--- src/rtl/rv32i_pkg.sv ---
// Package for the RV32I executor: opcodes, status codes, queue entry type.
// No dependencies.
`default_nettype none
package rv32i_pkg;
    localparam int DMEM_WORDS_DEF = 1024;

    localparam logic [6:0] OP_LUI    = 7'h37;
    localparam logic [6:0] OP_AUIPC  = 7'h17;
    localparam logic [6:0] OP_JAL    = 7'h6F;
    localparam logic [6:0] OP_JALR   = 7'h67;
    localparam logic [6:0] OP_BRANCH = 7'h63;
    localparam logic [6:0] OP_LOAD   = 7'h03;
    localparam logic [6:0] OP_STORE  = 7'h23;
    localparam logic [6:0] OP_IMM    = 7'h13;
    localparam logic [6:0] OP_REG    = 7'h33;

    localparam logic [6:0] F7_ZERO = 7'b0000000;
    localparam logic [6:0] F7_ALT  = 7'b0100000;

    localparam logic [1:0] ST_OK        = 2'd0;
    localparam logic [1:0] ST_UNSUP     = 2'd1;
    localparam logic [1:0] ST_MISALIGN  = 2'd2;

    localparam int RES_W = 32 + 32 + 5 + 32 + 1 + 1 + 1 + 32 + 2;
    localparam int RES_BYTES_W = ((RES_W + 7) / 8) * 8;

    typedef struct packed {
        logic        legal;
        logic [31:0] word;
    } front_item_t;
endpackage
`default_nettype wire

--- src/rtl/rv32i_front.sv ---
// Front end: accepts instruction words and classifies them by legality.
// Depends on rv32i_pkg.
`default_nettype none
module rv32i_front (
    input  wire logic                      aclk,
    input  wire logic                      aresetn,
    input  wire logic                      s_tvalid,
    output logic                           s_tready,
    input  wire logic [31:0]               s_tdata,
    output logic                           q_valid,
    input  wire logic                      q_ready,
    output rv32i_pkg::front_item_t         q_item
);
    import rv32i_pkg::*;

    logic        legal;
    logic [6:0]  op;
    logic [2:0]  f3;
    logic [6:0]  f7;
    front_item_t item_reg;
    logic        valid_reg;

    assign op = s_tdata[6:0];
    assign f3 = s_tdata[14:12];
    assign f7 = s_tdata[31:25];

    always_comb begin
        case (op)
            OP_LUI, OP_AUIPC, OP_JAL: legal = 1'b1;
            OP_JALR:   legal = (f3 == 3'd0);
            OP_BRANCH: legal = !(f3 inside {3'd2, 3'd3});
            OP_LOAD:   legal = !(f3 inside {3'd3, 3'd6, 3'd7});
            OP_STORE:  legal = (f3 <= 3'd2);
            OP_IMM:    legal = (f3 == 3'd1) ? (f7 == F7_ZERO) :
                               (f3 == 3'd5) ? (f7 == F7_ZERO || f7 == F7_ALT) : 1'b1;
            OP_REG:    legal = (f7 == F7_ZERO) ||
                               (f7 == F7_ALT && (f3 == 3'd0 || f3 == 3'd5));
            default:   legal = 1'b0;
        endcase
    end

    assign s_tready = !valid_reg || q_ready;
    assign q_valid  = valid_reg;
    assign q_item   = item_reg;

    always_ff @(posedge aclk) begin
        if (!aresetn) begin
            valid_reg <= 1'b0;
        end else if (s_tready) begin
            valid_reg <= s_tvalid;
        end
        if (s_tready && s_tvalid) begin
            item_reg <= '{legal: legal, word: s_tdata};
        end
    end
endmodule
`default_nettype wire

--- config.mk ---
export PLATFORM = sky130hd
export DESIGN_NAME = rv32i_front
export DESIGN_NICKNAME = d
export VERILOG_FILES = /design/src/rtl/rv32i_pkg.sv /design/src/rtl/rv32i_front.sv
export SDC_FILE = /design/constraint.sdc
export NUM_CORES = 1
export LEC_CHECK = 0
export ABC_AREA = 0
export BUFFER_PORTS_ARGS = -buffer_cell sky130_fd_sc_hd__buf_2
export CAP_MARGIN = 20
export CORE_ASPECT_RATIO = 0.8
export CORE_MARGIN = 2
export CORE_UTILIZATION = 38
export DETAILED_ROUTE_END_ITERATION = 12
export PLACE_DENSITY = 0.74
export SKIP_LAST_GASP = 1
export SLEW_MARGIN = 0
export SYNTH_ARGS = -nofsm -noshare
export SYNTH_HDL_FRONTEND = slang
export SYNTH_SLANG_ARGS = --single-unit
--- constraint.sdc ---
create_clock -name aclk -period 1.9 [get_ports aclk]
set_input_delay 0.57 -clock aclk [delete_from_list [all_inputs] [get_ports aclk]]
set_output_delay 0.57 -clock aclk [all_outputs]
set_load 0.005 [all_outputs]
### Yosys cells after proc, flatten, opt, wreduce, memory -nomap -nowiden

Cells that the tools add are included.

| storage, ports and cells | value |
|---|---|
| register bits | 34 |
| latch bits | 0 |
| bits in writable memories | 0 |
| ROM bits | 0 |
| input port bits | 36 |
| output and inout port bits | 35 |
| word-level logic and storage cells | 37 |
| memories | 0 |

| cells by class | value |
|---|---|
| $add $sub $neg | 0 |
| multiply operators | 0 |
| divide/modulo/power cells | 0 |
| $lt $le $gt $ge | 1 |
| equal/unequal tests | 16 |
| shift operators | 0 |
| mux-type cells | 3 |
| bitwise gates (word level) | 0 |
| reduce and logical (&&, ||, !) cells | 14 |

Operators by type and width:

| cell | count |
|---|---|
| $eq 7x6->1 const B | 4 |
| $eq 7x7->1 const B | 3 |
| $eq 7x5->1 const B | 2 |
| $eq 3x3->1 const B | 3 |
| $eq 7x2->1 const B | 1 |
| $logic_not 7->1 | 1 |
| $pmux 1 s7 | 1 |
| $eq 3x2->1 const B | 2 |
| $logic_or 1x1->1 | 4 |
| $eq 3x1->1 const B | 1 |
| $le 3x2->1 const B | 1 |
| $logic_not 1->1 | 3 |
| $logic_not 3->1 | 1 |
| $reduce_bool 3->1 | 1 |
| $reduce_or 3->1 | 1 |
| $logic_and 1x1->1 | 2 |
| $mux 1 | 2 |
| $reduce_bool 2->1 | 1 |

### Depth between registers and ports, before layout

| logic depth | value |
|---|---|
| depth after elaboration | 5 |
| mapped depth | 4 |
| depth with buffers taken out | 4 |

### Worst setup path before layout

No wires, ideal clock.

| timing | value |
|---|---|
| kind | input to register |
| start point | in q_ready |
| end point | reg item_reg (netlist bit q_item[0]) (enable) |
| library setup time | 0.393 ns |
| data arrival time | 1.539 ns |
| required time | 1.507 ns |
| slack | -0.032 ns |
| stages | 2 |
| path buffers | 0 |
| cell sequence | nand2b_1 > and2_1 |

| on the way | value |
|---|---|
| longest elaborated chain between the ends | 2 |

RTL lines:

| element | line | text |
|---|---|---|
| start: declaration | rv32i_front.sv:11 | `input wire logic q_ready,` |
| $logic_or 1x1->1 | rv32i_front.sv:42 | `assign s_tready = !valid_reg \|\| q_ready;` |
| $logic_and 1x1->1 | rv32i_front.sv:52 | `if (s_tready && s_tvalid) begin` |
| end signal: assignment | rv32i_front.sv:53 | `item_reg <= '{legal: legal, word: s_tdata};` |
| end: declaration | rv32i_front.sv:20 | `front_item_t item_reg;` |

Every way passes these cells.
A chain may end at the register's enable or synchronous reset.

### Worst setup path in the final report

| timing | value |
|---|---|
| start point | in s_tdata[29] |
| end point | reg item_reg (netlist bit q_item[32]), data pin |

| on the way | value |
|---|---|
| longest elaborated chain between the ends | 5 |
| elaborated cells between the ends (all ways) | 8 |
| those cells by class | eq/ne (1); mux (3); reduce/logical (4) |

RTL lines:

| element | line | text |
|---|---|---|
| start: declaration | rv32i_front.sv:9 | `input wire logic [31:0] s_tdata,` |
| $eq 7x6->1 or $logic_not 7->1 (tied branches) | -- |  |
| $logic_or 1x1->1 | rv32i_front.sv:35 | `(f3 == 3'd5) ? (f7 == F7_ZERO \|\| f7 == F7_ALT) : 1'b1;` |
| $mux 1 | rv32i_front.sv:35 |  |
| $mux 1 | rv32i_front.sv:34 | `OP_IMM: legal = (f3 == 3'd1) ? (f7 == F7_ZERO) :` |
| $pmux 1 s7 (*) | rv32i_front.sv:28 | `case (op)` |
| via legal | rv32i_front.sv:16 | `logic legal;` |

The timed path passes the listed nets; every way through them passes the cells marked *.

==> metrics.csv <==
metric,value,unit
status,finished clean,
max-slew violation count,0,
"Period Utilization, post-route",84.59,%
layout cell share with drive strength beyond 1,58.22,%
starting density of the core,39.42,%
DP Cell Count,178,
Worst slew margin,85.26,%
final hold vios,0,
"Max FO, Critical Path",2,
clk_skew,0.007461,ns
crit-path max cell delay,0.51,ns
antenna cells,0,
CP endpoint kind,register,
Peak supply drop,274.4,uV
synth cell count leaders,"33 x edfxtp_1, 3 x a21oi_1, 3 x nor2b_1, 3 x o21ai_0",
grt ovf,0,
number of global-route vias before repair,764,
Post-CTS Hold Fix Bufs,0,
Most used DFF post-synth,edfxtp_1,
top cell type's share of synthesized area,82.67,%
Mapped Area,1199,um^2
Setup-failing EPs final,0,
total core area,3040,um^2
largest net degree at the start of global routing,34,
Nets,181,
"count leader, synth",edfxtp_1,
CTS tree,built,
gr usage total,13.20,%
DRT iter0 DRCs,45,
Leak,0.7395,nW
die footprint,3622,um^2
Worst setup SP type,primary input,
H-tree depth,2,
"wirelength, routed",2353,um
TNS Setup,0,ns
clk slew on worst S/H paths,0.06,ns
CP cell instances,"buf_2, or4_1, o32ai_1, and4b_1, a32o_2",
final instance area,1738,um^2
Clock Sinks,34,
CP max-delay cell,or4_1,
post-synth cell types,20,
Syn Area/Cell,18.73,um^2
total setup buffers inserted after CTS,0,
Die Y,54.24,um
register area share after synthesis,84.34,%
Ys Warns,0,
CP top delay family,simple AND/OR/NAND/NOR gates,
Max clock buf depth,2,
initial antenna violation count,0,
Max-Cap Viols,0,
Crit Path Class,in -> reg,
Syn Nets,100,
share of synthesized flip-flops with an asynchronous set or reset,0,%
TritonRoute pass-1 iters,4,
first-pass GRT wire length,3284,um
Root Driver,clkbuf_8,
vias per cell,4.661,
"EDFF count, synth",33,
row count,18,
min Tclk post-route,1.607,ns
CP required,2.05,ns
Hold WC Path Type,in -> reg,
Buffers on Ports,70,
detailed-placement wirelength estimate,1855,um
Placer Congestion,0.7177,
RSZ-0062 raised after global routing,no,
DRC,0,
Final ANT Viol Nets,0,
Power per Cell Area,893.7,nW/um^2
Fmax,0.6222,GHz
Placed Area,1643,um^2
Area contributors post-synth,"edfxtp_1 83%, dfxtp_1 1.7%, nor2b_1 1.6%",
Critical Path AT,1.75,ns
Final Non-Filler Cells,186,
total power,1.553,mW
Worst-Skew Late Latency,0.27,ns
Slew @ Worst Pin,0.2188,ns
PostCTS Resize Cnt,0,
via count,867,
Synth-to-Final Area Change,44.99,%
CTS Buf Count,5,
Post-Synthesis Cells,64,
top cell type by total area after synthesis,edfxtp_1,
#FFs+latches synth,34,
die width,66.79,um
Top-Level Pins,71,
per-cell routed wire length,12.65,um
WP buf/inv,1,
-- state kept, by name, summed over array words and instances, names as in the netlist --
signal	cells
q_item	33
q_valid	1
-- cells in the final DEF (no fill, tap or decap), types with 2 or more instances in the layout --
cell      netlist  final
buf_2           0     70
nand3b_1        2      2
nor3_1          2      2
edfxtp_1       33     33
buf_4           0      3
o21ai_0         3      3
nand2b_1        2      2
a21oi_1         3      3
nand2_1         2      2
clkbuf_8        0      6
nor2_1          2      2
nor2b_1         3      3
nor3b_1         2      2
-- where the power goes --
| part | switching [mW] | internal [mW] | leakage (nW) |
|---|---|---|---|
| Clock | 0.234 | 0.290 | 0.0472 |
| Combinational | 0.0700 | 0.0751 | 0.364 |
| Sequential | 0.00882 | 0.874 | 0.328 |
| Total | 0.313 | 1.24 | 0.740 |
-- metal layers --
metal	global-route usage, %	vias up	part of all wire, %
met5	0	-	0
met4	7.483	0	1.9
met3	5.761	5	10
met2	23.17	47	50
met1	13.43	403	38
li1	-	412	-
-- per-stage QoR --
step	hold slack (ns)	setup slack, ns	utilization [%]
after floorplan	0.5364	0.1837	-
after global placement	0.4950	0.006609	54.03
after detailed placement	0.5101	0.008798	54.03
after CTS	0.4653	0.2899	57.16
after global routing	0.4581	0.1926	57.16
final	0.4729	0.2927	57.16
-- final timing paths --
check,slack [ns],end,cells after the start,start
worst max-delay path,0.29,q_item[32],5,s_tdata[29]
worst min register to register,0.52,q_valid,2,q_valid
worst max register to register,0.82,q_item[8],3,q_valid
worst min-delay path,0.47,q_item[18],1,s_tdata[18]
-- cell type report --
type / instances / area [um^2]
fill: 243 / 1303
sequential: 34 / 1011
timing repair buffer: 74 / 392.9
multi-input combinational: 29 / 185.2
clock buffer: 6 / 82.58
tap: 40 / 50.05
clock inverter: 2 / 12.51
inverter: 1 / 3.754
-- kinds of logic (layout without fill, tap and decap cells) --
| logic type | count (synthesis) | after routing | synth area share [%] |
|---|---|---|---|
| flops | 34 | 34 | 84.34 |
| simple gates | 19 | 19 | 9.917 |
| compound gates | 10 | 10 | 5.428 |
| buf+inv | 1 | 83 | 0.3129 |
No activity file was read; power rests on OpenSTA's default activity.
